## src/rtl/lru_key_value_cache_top_defines.svh

```systemverilog
// Assertion macros shared by the LRU key/value cache RTL.
`ifndef LRU_KEY_VALUE_CACHE_TOP_DEFINES_SVH
`define LRU_KEY_VALUE_CACHE_TOP_DEFINES_SVH

// Check a property on every clock edge outside reset.
`define LKV_ASSERT(lbl, prop, msg) \
  lbl: assert property (@(posedge clk) disable iff (!rst_n) (prop)) else $error(msg);

// Check that an implication holds in the following cycle, outside reset.
`define LKV_ASSERT_NEXT(lbl, ante, cons, msg) \
  lbl: assert property (@(posedge clk) disable iff (!rst_n) (ante) |=> (cons)) \
    else $error(msg);

`endif

```

## src/rtl/lkv_pkg.sv

```systemverilog
// Package for the LRU key/value cache: sizes, codes and the entry type.
package lkv_pkg;

  localparam int MAX_ENTRIES = 16;
  localparam int KEY_W       = 32;
  localparam int VALUE_W     = 32;
  localparam int CAP_W       = 5;
  localparam int IDX_W       = (MAX_ENTRIES > 1) ? $clog2(MAX_ENTRIES) : 1;
  localparam int OCC_W       = $clog2(MAX_ENTRIES + 1);
  localparam int DATA_W      = 32;
  localparam int ADDR_W      = 3;

  localparam logic [CAP_W-1:0] CAP_RESET = CAP_W'(MAX_ENTRIES);

  typedef enum logic {
    CMD_GET = 1'b0,
    CMD_PUT = 1'b1
  } cmd_t;

  // Register index, taken from the word address bit of paddr.
  typedef enum logic {
    REG_CAPACITY = 1'b0,
    REG_NONE     = 1'b1
  } reg_idx_t;

  typedef struct packed {
    logic                      valid;
    logic [KEY_W-1:0]          key;
    logic signed [VALUE_W-1:0] value;
  } entry_t;

endpackage

```

## src/rtl/lru_key_value_cache_top.sv

```systemverilog
// Top level of the fully associative LRU key/value cache.
//
// Usage:
// - Input channel in_valid/in_stall carries one command item: in_cmd (get or
//   put), in_key and in_value. Every item gives exactly one result item.
// - Result channel out_valid/out_stall carries out_hit, out_read_value and
//   out_evicted. Results appear in the cycle after the item is accepted.
// - Throughput is one item per cycle while no result waits under out_stall: all
//   slots compare the key in parallel and the recency chain moves in the accept
//   cycle, so the next item sees the updated order at once.
// - The slots form a chain ordered by recency, slot 0 most recent. A hit or an
//   insert moves its entry to slot 0 while the slots ahead of it shift down by one.
//   Eviction replaces the entry at the tail of the valid region.
// - While a result waits under out_stall, in_stall is high and nothing moves.
// - Reset (rst_n low, synchronous) empties the cache, drops any pending result
//   and sets capacity to 16. No clearing pass is needed.
// - Capacity (pwdata[4:0]) is written over the APB port at byte address 0; the user
//   must do so only while idle (not enforced); zero counts as one, over 16 as 16.
`include "lru_key_value_cache_top_defines.svh"

module lru_key_value_cache_top (
  input  logic                         clk,
  input  logic                         rst_n,
  // command channel
  input  logic                         in_valid,
  output logic                         in_stall,
  input  logic                         in_cmd,
  input  logic [lkv_pkg::KEY_W-1:0]    in_key,
  input  logic signed [lkv_pkg::VALUE_W-1:0] in_value,
  // result channel
  output logic                         out_valid,
  input  logic                         out_stall,
  output logic                         out_hit,
  output logic signed [lkv_pkg::VALUE_W-1:0] out_read_value,
  output logic                         out_evicted,
  // configuration port
  input  logic                         psel,
  input  logic                         penable,
  input  logic                         pwrite,
  input  logic [lkv_pkg::ADDR_W-1:0]   paddr,
  input  logic [lkv_pkg::DATA_W-1:0]   pwdata,
  output logic [lkv_pkg::DATA_W-1:0]   prdata,
  output logic                         pready
);
  import lkv_pkg::*;

  // configuration
  logic [CAP_W-1:0] cap_r;
  logic [CAP_W-1:0] cap_nxt;
  logic [CAP_W-1:0] eff_cap;
  reg_idx_t         reg_sel;
  logic             cfg_wr;

  // chain
  entry_t                  cell_entry [MAX_ENTRIES];
  entry_t                  cell_prev  [MAX_ENTRIES];
  logic [MAX_ENTRIES-1:0]  match;
  logic [MAX_ENTRIES-1:0]  shift;
  logic [MAX_ENTRIES-1:0]  vld_vec;
  entry_t                  head;

  // control
  logic                    in_acc;
  logic                    is_put;
  logic                    any_hit;
  logic                    full;
  logic                    upd;
  logic [IDX_W-1:0]        hit_idx;
  logic [IDX_W-1:0]        sel;
  logic signed [VALUE_W-1:0] hit_value;
  logic signed [VALUE_W-1:0] rd_value;
  logic [OCC_W-1:0]        occ_r;
  logic [OCC_W-1:0]        occ_nxt;
  logic [OCC_W-1:0]        occ_dec;

  // output register
  logic                      out_valid_r;
  logic                      out_valid_nxt;
  logic                      out_hit_r;
  logic signed [VALUE_W-1:0] out_read_value_r;
  logic                      out_evicted_r;

  // ---------------- configuration port ----------------
  assign reg_sel = reg_idx_t'(paddr[ADDR_W-1]);
  assign pready  = 1'b1;
  assign cfg_wr  = psel && penable && pwrite && (reg_sel == REG_CAPACITY);
  assign cap_nxt = cfg_wr ? pwdata[CAP_W-1:0] : cap_r;

  always_ff @(posedge clk) begin
    if (!rst_n) begin
      cap_r <= CAP_RESET;
    end else begin
      cap_r <= cap_nxt;
    end
  end

  always_comb begin
    prdata = '0;
    case (reg_sel)
      REG_CAPACITY: prdata = DATA_W'(cap_r);
      default:      prdata = '0;
    endcase
  end

  always_comb begin
    if (cap_r == '0) begin
      eff_cap = CAP_W'(1);
    end else if (cap_r > CAP_W'(MAX_ENTRIES)) begin
      eff_cap = CAP_W'(MAX_ENTRIES);
    end else begin
      eff_cap = cap_r;
    end
  end

  // ---------------- handshake ----------------
  assign in_stall = out_valid_r && out_stall;
  assign in_acc   = in_valid && !in_stall;

  // ---------------- lookup ----------------
  always_comb begin
    hit_idx   = '0;
    hit_value = '0;
    for (int i = 0; i < MAX_ENTRIES; i++) begin
      if (match[i]) begin
        hit_idx   = hit_idx | IDX_W'(i);
        hit_value = hit_value | cell_entry[i].value;
      end
    end
  end

  assign is_put  = (cmd_t'(in_cmd) == CMD_PUT);
  assign any_hit = |match;
  assign full    = (OCC_W'(occ_r) >= OCC_W'(eff_cap));
  assign upd     = in_acc && (any_hit || is_put);
  assign occ_dec = occ_r - OCC_W'(1);

  // Slot that moves to the head: the hit, the tail on eviction, else the first free one.
  always_comb begin
    if (any_hit) begin
      sel = hit_idx;
    end else if (full) begin
      sel = occ_dec[IDX_W-1:0];
    end else begin
      sel = occ_r[IDX_W-1:0];
    end
  end

  assign head = '{valid: 1'b1, key: in_key, value: is_put ? in_value : hit_value};

  always_comb begin
    if (is_put) begin
      rd_value = in_value;
    end else if (any_hit) begin
      rd_value = hit_value;
    end else begin
      rd_value = '1;
    end
  end

  assign occ_nxt = (in_acc && is_put && !any_hit && !full) ? occ_r + OCC_W'(1) : occ_r;

  always_ff @(posedge clk) begin
    if (!rst_n) begin
      occ_r <= '0;
    end else begin
      occ_r <= occ_nxt;
    end
  end

  // ---------------- recency chain ----------------
  for (genvar i = 0; i < MAX_ENTRIES; i++) begin : g_cell
    localparam logic [IDX_W-1:0] CELL_IDX = IDX_W'(i);

    assign shift[i]   = upd && (CELL_IDX <= sel);
    assign vld_vec[i] = cell_entry[i].valid;

    if (i == 0) begin : g_head
      assign cell_prev[i] = head;
    end else begin : g_link
      assign cell_prev[i] = cell_entry[i-1];
    end

    lkv_cell u_cell (
      .clk        (clk),
      .rst_n      (rst_n),
      .shift      (shift[i]),
      .prev       (cell_prev[i]),
      .lookup_key (in_key),
      .entry      (cell_entry[i]),
      .match      (match[i])
    );
  end

  // ---------------- result register ----------------
  assign out_valid_nxt = in_acc || (out_valid_r && out_stall);

  always_ff @(posedge clk) begin
    if (!rst_n) begin
      out_valid_r <= 1'b0;
    end else begin
      out_valid_r <= out_valid_nxt;
    end
  end

  always_ff @(posedge clk) begin
    if (in_acc) begin
      out_hit_r        <= any_hit;
      out_read_value_r <= rd_value;
      out_evicted_r    <= is_put && !any_hit && full;
    end
  end

  assign out_valid      = out_valid_r;
  assign out_hit        = out_hit_r;
  assign out_read_value = out_read_value_r;
  assign out_evicted    = out_evicted_r;

  // ---------------- assertions ----------------
  `LKV_ASSERT(a_key_unique, $onehot0(match), "key matches more than one slot")
  `LKV_ASSERT(a_occ_range, occ_r <= OCC_W'(MAX_ENTRIES), "occupancy beyond slot count")
  `LKV_ASSERT(a_valid_packed, $countones(vld_vec) == int'(occ_r) &&
              (vld_vec & (vld_vec + MAX_ENTRIES'(1))) == '0,
              "valid slots not packed at chain head")
  `LKV_ASSERT(a_evict_miss, !(out_valid_r && out_evicted_r && out_hit_r),
              "eviction reported on a hit")
  `LKV_ASSERT_NEXT(a_insert_grows, in_acc && is_put && !any_hit && !full,
                   occ_r == $past(occ_r) + OCC_W'(1), "insert did not grow occupancy")

endmodule

```

## src/rtl/lkv_cell.sv

```systemverilog
// One recency slot of the LRU chain: holds an entry, compares its key, shifts.
module lkv_cell (
  input  logic                clk,
  input  logic                rst_n,
  input  logic                shift,
  input  lkv_pkg::entry_t     prev,
  input  logic [lkv_pkg::KEY_W-1:0] lookup_key,
  output lkv_pkg::entry_t     entry,
  output logic                match
);
  import lkv_pkg::*;

  logic                      vld_r;
  logic                      vld_nxt;
  logic [KEY_W-1:0]          key_r;
  logic signed [VALUE_W-1:0] value_r;

  assign vld_nxt = shift ? prev.valid : vld_r;

  always_ff @(posedge clk) begin
    if (!rst_n) begin
      vld_r <= 1'b0;
    end else begin
      vld_r <= vld_nxt;
    end
  end

  // Take the neighbor's entry when the chain advances through this slot.
  always_ff @(posedge clk) begin
    if (shift) begin
      key_r   <= prev.key;
      value_r <= prev.value;
    end
  end

  assign entry = '{valid: vld_r, key: key_r, value: value_r};
  assign match = vld_r && (key_r == lookup_key);

endmodule
```

## config.mk

```make
export PLATFORM = sky130hd
export DESIGN_NAME = lru_key_value_cache_top
export DESIGN_NICKNAME = d
export VERILOG_FILES = /design/src/rtl/lkv_pkg.sv /design/src/rtl/lru_key_value_cache_top.sv /design/src/rtl/lkv_cell.sv
export VERILOG_INCLUDE_DIRS = /design/src /design/src/rtl
export SDC_FILE = /design/constraint.sdc
export NUM_CORES = 1
export LEC_CHECK = 0
export ABC_AREA = 1
export BUFFER_PORTS_ARGS = -buffer_cell sky130_fd_sc_hd__buf_2
export CORE_MARGIN = 3
export CORE_UTILIZATION = 50
export DETAILED_ROUTE_END_ITERATION = 12
export HOLD_SLACK_MARGIN = 0.1
export PLACE_DENSITY = 0.66
export SYNTH_ARGS = -nofsm -noshare
export SYNTH_HDL_FRONTEND = slang
export SYNTH_SLANG_ARGS = --single-unit
```

## constraint.sdc

```tcl
create_clock -name clk -period 14.6 [get_ports clk]
set_clock_uncertainty 0.15 [all_clocks]
set_input_delay 0 -clock clk [delete_from_list [all_inputs] [get_ports clk]]
set_output_delay 0 -clock clk [all_outputs]
set_load 0.02 [all_outputs]
```

* Word level (Yosys, flattened, before mapping)
Index checks and enable logic that the tools add are counted.
** Word-level totals
- Register bits :: 1085
- Logic and storage cells :: 195
- Input port bits :: 107
** Operators by class
- Bitwise gates (word level) :: 16
- Magnitude comparators :: 18
- Eq/ne operators :: 16
- Reductions and logical operators :: 50
- Mux-type cells :: 39
- Add/subtract/negate cells :: 2
** Operators with widths (count)
- $mux W32 :: 19
- $eq A32 B32 Y1 :: 16
- $or A32 B32 Y32 :: 15
- $logic_and A1 B1 Y1 :: 43
- $mux W4 :: 10
- $le A4 B4 Y1 const A :: 8
- $le A3 B4 Y1 const A :: 4
- $reduce_or A16 Y1 :: 1
- $mux W5 :: 3
- $mux W3 :: 4
- $le A1 B4 Y1 const A :: 2
- $le A2 B4 Y1 const A :: 2
- $add A5 B1 Y5 const B :: 1
- $ge A5 B5 Y1 :: 1
- $gt A5 B5 Y1 const B :: 1
- $logic_not A5 Y1 :: 1
- $mux W2 :: 2
- $sub A4 B1 Y4 const B :: 1
- $logic_not A1 Y1 :: 3
- $logic_or A1 B1 Y1 :: 2
- $mux W1 :: 1
- $not A1 Y1 :: 1

* Longest topological paths before layout
- Word-level depth :: 35
- Gate-level depth with buffers :: 23

* Modules after synthesis
From an unflattened synthesis, not the netlist that was laid out.
** Unflattened totals
- Cell total of the unflattened synthesis :: 4385
- Area total of the unflattened synthesis :: 47113.9 um^2
** Modules (own cells, without submodules)
- lkv_cell :: sequential area each 1941.9 um^2, cells an instance 209, instances 16, area each 2549.9 um^2
- lru_key_value_cache_top :: sequential area each 1241.2 um^2, cells an instance 1041, instances 1, area each 6314.8 um^2

* Worst setup path after synthesis
No wires, ideal clock.
- Path kind :: register -> register
- Start point :: reg out_valid_r (netlist: out_valid)
- End point :: reg g_cell[7].u_cell.key_r[0] (enable)
- Stages on the path, launching flop included :: 10
- Data arrival time :: 5.749 ns
- Slack :: 8.283 ns
- Data required time :: 14.032 ns
- Cells stage by stage :: dfxtp_1 -> nand2_1 -> inv_1 -> nor2_1 -> nand2_4 -> inv_2 -> nand2_4 -> nand2_2 -> nand2_1 -> inv_1
** On the way
- Cells in the longest elaborated chain, start to end :: 5
** Ends and longest elaborated chain
- start: declaration :: line lru_key_value_cache_top.sv:77 : logic out_valid_r;
- start signal: assignment :: line lru_key_value_cache_top.sv:201 : out_valid_r <= out_valid_nxt;
- $logic_and A1 B1 Y1 :: line lru_key_value_cache_top.sv:116 : assign in_stall = out_valid_r && out_stall;
- net in_stall :: line lru_key_value_cache_top.sv:26 : output logic in_stall,
- $logic_not A1 Y1 :: line lru_key_value_cache_top.sv:117 : assign in_acc = in_valid && !in_stall;
- $logic_and A1 B1 Y1 :: line lru_key_value_cache_top.sv:117
- net in_acc :: line lru_key_value_cache_top.sv:63 : logic in_acc;
- $logic_and A1 B1 Y1 :: line lru_key_value_cache_top.sv:134 : assign upd = in_acc && (any_hit || is_put);
- $logic_and A1 B1 Y1 :: line lru_key_value_cache_top.sv:174 : assign shift[i] = upd && (CELL_IDX <= sel);
- net g_cell[7].u_cell.shift :: line lkv_cell.sv:5 : input logic shift,
- end signal: assignment :: line lkv_cell.sv:31 : key_r <= prev.key;
- end: declaration :: line lkv_cell.sv:15 : logic [KEY_W-1:0] key_r;
The timed path passes the listed nets, and every way through them passes these cells.
A chain may end at the register's enable or synchronous reset.

* Worst setup path after layout
- Start point :: in in_key[29] (netlist bit)
- End point :: reg g_cell[9].u_cell.value_r[6] (enable)
** On the way
- Cells in the longest elaborated chain, start to end :: 20
- Elaborated cells on any way between the ends :: 53
- Classes of those cells :: order compare: 1; eq/ne: 16; mux: 16; reduce/logical: 20
** Ends and longest elaborated chain
- start: declaration :: line lru_key_value_cache_top.sv:28 : input logic [lkv_pkg::KEY_W-1:0] in_key,
- $eq A32 B32 Y1 :: line lkv_cell.sv:37 : assign match = vld_r && (key_r == lookup_key);
- $logic_and A1 B1 Y1 :: line lkv_cell.sv:37
- $mux W1 :: line lru_key_value_cache_top.sv:124 : if (match[i]) begin
- $mux W2 (2 in a row) :: line lru_key_value_cache_top.sv:124
- $mux W3 (4 in a row) :: line lru_key_value_cache_top.sv:124
- $mux W4 (8 in a row) :: line lru_key_value_cache_top.sv:124
- $mux W4 :: line lru_key_value_cache_top.sv:139 : if (any_hit) begin
- $le A4 B4 Y1 :: line lru_key_value_cache_top.sv:174
- $logic_and A1 B1 Y1 (*) :: line lru_key_value_cache_top.sv:174
- net g_cell[9].u_cell.shift :: line lkv_cell.sv:5
- end signal: assignment :: line lkv_cell.sv:32 : value_r <= prev.value;
- end: declaration :: line lkv_cell.sv:16 : logic signed [VALUE_W-1:0] value_r;
The timed path passes the listed nets; every way through them passes the cells marked *.

==> impl_metrics.py <==
metrics = {
    "sta": {
        "post-route-min-period_ns": 7.32,
        "rsz0062_at_grt": "no",
        "tightest_slew_ns": 1.19,
        "fin_crit_sh": 0.501,
        "drv_slew": 0,
        "whs_ns": 0.112,
        "hold_violations": 0,
        "tns_ns": 0,
        "relSlewSlack": 0.205,
        "max_freq_ghz": 0.137,
        "setup_viol": 0,
    },
    "final_layout": {
        "stdcell_area_um2": 51900,
        "final_cell_mix": "edfxtp_1 (1,058), nand2_1 (902), nor2_1 (393), inv_1 (271), a22o_1 (214)",
        "drive_gt1_frac": 0.102,
        "final_common_cell": "edfxtp_1",
        "syn_to_final_growth_pct": 14.4,
        "nNetsFinal": 4111,
        "n_fill_cell": 7039,
    },
    "critical_path": {
        "path_class": "in -> reg",
        "r2r_cells": 19,
        "cp_data_arrival_time_ns": 7.45,
        "r2r_start": "g_cell[10].u_cell.key_r[11]",
        "crit_buf_inv": 9,
        "critPathCaptureType": "flip-flop",
        "reg2reg_slack_ns": 7.99,
        "cp_cell_sequence": "dlygate4sd3_1 > buf_2 > dlygate4sd3_1 > buf_4 > inv_2 > o21ai_0 > nor2_1 > nand2_1 > nor2_1 > nand3_1 > nor2_4 > buf_4 > nor2_1 > nand2_1 > nor2_4 > nand3_4 > nand2_4 > clkinv_2 > nand2_4 > clkinv_2 > buf_4 > nand2_1 > nand2_4",
        "worst-path-max-fanout": 67,
        "r2r-end": "g_cell[9].u_cell.value_r[6]",
        "crit_slowest_cell": "nand2_4",
        "critPathTopFamily": "buffers and inverters",
        "startpoint_type": "primary input",
        "required_ns": 14.74,
        "worst-path-stages": 23,
        "cpPeakStageDelay_ns": 0.89,
    },
    "clock_tree": {
        "cts_made_buffers": 109,
        "ctsResizeCount": 0,
        "clockBufferDepth": 3,
        "cts_root_buf": "clkbuf_16",
        "cts_tree": "done",
        "cts.sinks": 1085,
        "post_cts_buffers": 0,
        "clk_pin_slew_worst_paths_ns": 0.06,
        "worstSkewPairLatency_ns": 0.69,
        "htree_levels": 3,
    },
    "floorplan": {
        "design.core.area_um2": 89200,
        "die_y_um": 307,
        "rows": 109,
        "die_area_um2": 94400,
        "ioPinCount": 176,
        "die_width_um": 307,
        "start_util": 0.509,
    },
    "yosys": {
        "netlist_area_um2": 45400,
        "syn_area_per_cell_um2": 12.1,
        "synth_edf_count": 1058,
        "ys_warn_count": 0,
        "yosysSeqAreaShare": 0.712,
        "ys_ff_latch": 1085,
        "synthFlopType": "edfxtp_1",
        "ys_types": 45,
        "syn_inst": 3739,
        "synthArstFlopShare": 0,
    },
    "drt": {
        "drt_iter0_markers": 3233,
        "ant_nets": 0,
        "dr.pass1.iters": 5,
        "wl_per_cell_um": 24.4,
        "vias": 30200,
        "vias_per_cell": 5.74,
        "drc": 0,
        "routed_wirelength_um": 128000,
    },
    "global_route": {
        "grt_max_degree": 68,
        "antenna_found_initial": 1,
        "grt_overflow_total": 0,
        "grt_pass1_wl_um": 186000,
        "track_usage": 0.269,
        "grt_pass1_vias": 30100,
    },
    "place": {
        "port-buffer-count": 118,
        "post_dp_cell_area_um2": 47100,
        "hpwl_um": 79200,
        "gp_congestion": 0.933,
    },
    "pwr": {
        "internal-power_mw": 5.22,
        "seqPwrFrac": 0.523,
        "power.share.combinational": 0.050,
        "leakage_nw": 19.4,
        "p_sw_mw": 1.46,
        "clkPwrFrac": 0.428,
        "irDropWorstVdd_uv": 109,
        "switching_share": 0.218,
        "power.density_nw_per_um2": 129,
    },
    "status": {
        "status": "complete, no violations",
    },
    "hold_path": {
        "hold_end": "g_cell[0].u_cell.value_r[16]",
        "hold_class": "in -> reg",
        "hold_depth": 4,
        "min_from": "in_value[16]",
    },
    "flow_run": {
        "drv_cap": 0,
    },
}
layer usage:
layer  part of all wire  vias up  GRT usage
li1                   -    13400          -
met1               0.39    14800      0.355
met2               0.49     1594      0.454
met3              0.091      304     0.0425
met4              0.034        0     0.0980
met5                  0        -          0
state kept, by name, summed over array words and instances (netlist names):
| name | cells |
|---|---|
| occ_r | 5 |
| cap_r | 5 |
| out_read_value | 32 |
| g_cell.u_cell.key_r | 512 |
| g_cell.u_cell.vld_r | 16 |
| out_valid | 1 |
| out_evicted | 1 |
| g_cell.u_cell.value_r | 512 |
| out_hit | 1 |
cell type report:
type	instances	area, um2	share of cell area
sequential	1085	32300	0.622
timing repair buffer	284	2140	0.0412
multi-input combinational	2216	11300	0.217
antenna	1	2.50	0.0000482
clock inverter	66	718	0.0138
clock buffer	138	2900	0.0558
inverter	301	1140	0.0219
tap	1165	1460	0.0281
metrics by stage:
| step | instances | utilization | total power, mW | worst slack (ns) |
|---|---|---|---|---|
| 2_1_floorplan | 3765 | - | 3.74 | 8.28 |
| 3_3_place_gp | 4930 | 0.528 | 3.85 | 7.51 |
| 3_5_place_dp | 4930 | 0.528 | 3.86 | 7.43 |
| 4_1_cts | 5255 | 0.582 | 6.69 | 7.40 |
| 5_1_grt | 5256 | 0.582 | 6.85 | 7.06 |
| 6_report | 5256 | 0.582 | 6.68 | 7.28 |
worst min-delay path, stage by stage:
cell	delay [ns]
dlygate4sd3_1	0.55
buf_2	0.13
o22ai_1	0.09
inv_1	0.06
power by group through the flow:
stage	registers, mW	logic [mW]	clock network [mW]
floorplan	3.55	0.185	0
global placement	3.56	0.297	0
detailed placement	3.56	0.301	0
CTS	3.49	0.327	2.87
global route	3.50	0.358	2.99
finish	3.49	0.331	2.86
synth_stat cells (2+ instances only):
master	instances	area (um2)
edfxtp_1	1058	31800
o21ai_0	132	661
ha_1	7	87.6
nand2_1	905	3400
nand2_4	4	45.0
o211ai_1	16	120
xnor2_1	82	718
dfxtp_1	27	541
o21ai_1	53	265
clkbuf_1	48	180
nor2_4	6	67.6
inv_2	25	93.8
a22o_1	214	1870
buf_2	43	215
or2_2	23	144
buf_1	12	45.0
nand2_2	8	50.1
o22ai_1	30	188
nor2_1	394	1480
nand3_2	4	40.0
nand3b_1	3	22.5
nor2_2	16	100
buf_4	54	405
xor2_1	55	482
conb_1	2	7.51
or2_1	5	31.3
nor3_1	19	95.1
nor3b_1	3	22.5
a21oi_1	82	410
or2_0	8	50.1
o21a_1	4	30.0
a221oi_1	3	26.3
nand3_1	86	430
nand4_1	18	113
inv_1	275	1030
buf_6	6	67.6
worst max path at each step:
| stage | endpoint | startpoint |
|---|---|---|
| 6_report | g_cell[9].u_cell.value_r[6] | in_key[29] |
| 5_1_grt | g_cell[9].u_cell.vld_r | in_key[29] |
| 4_1_cts | g_cell[9].u_cell.value_r[2] | in_key[29] |
| 3_5_place_dp | g_cell[9].u_cell.key_r[13] | in_key[19] |
| 3_3_place_gp | g_cell[9].u_cell.key_r[11] | in_key[19] |
| 2_1_floorplan | g_cell[7].u_cell.key_r[0] | out_valid |
repair_timing:
item,in CTS,in global routing
endpoints found under the setup margin,0,0
hold endpoints to repair,157,0
hold buffers,121,0
cells by family after synthesis:
logic type,after synthesis,share of synthesized area
AO/OA/AOI/OAI,539,0.0797
XOR/XNOR,137,0.0264
adder cells (fa/ha/maj),7,0.00193
buffers and inverters,464,0.0450
flip-flops,1085,0.712
other,2,0.000165
AND/OR/NAND/NOR,1505,0.135
Note: power is estimated with default switching activity, not from simulation.
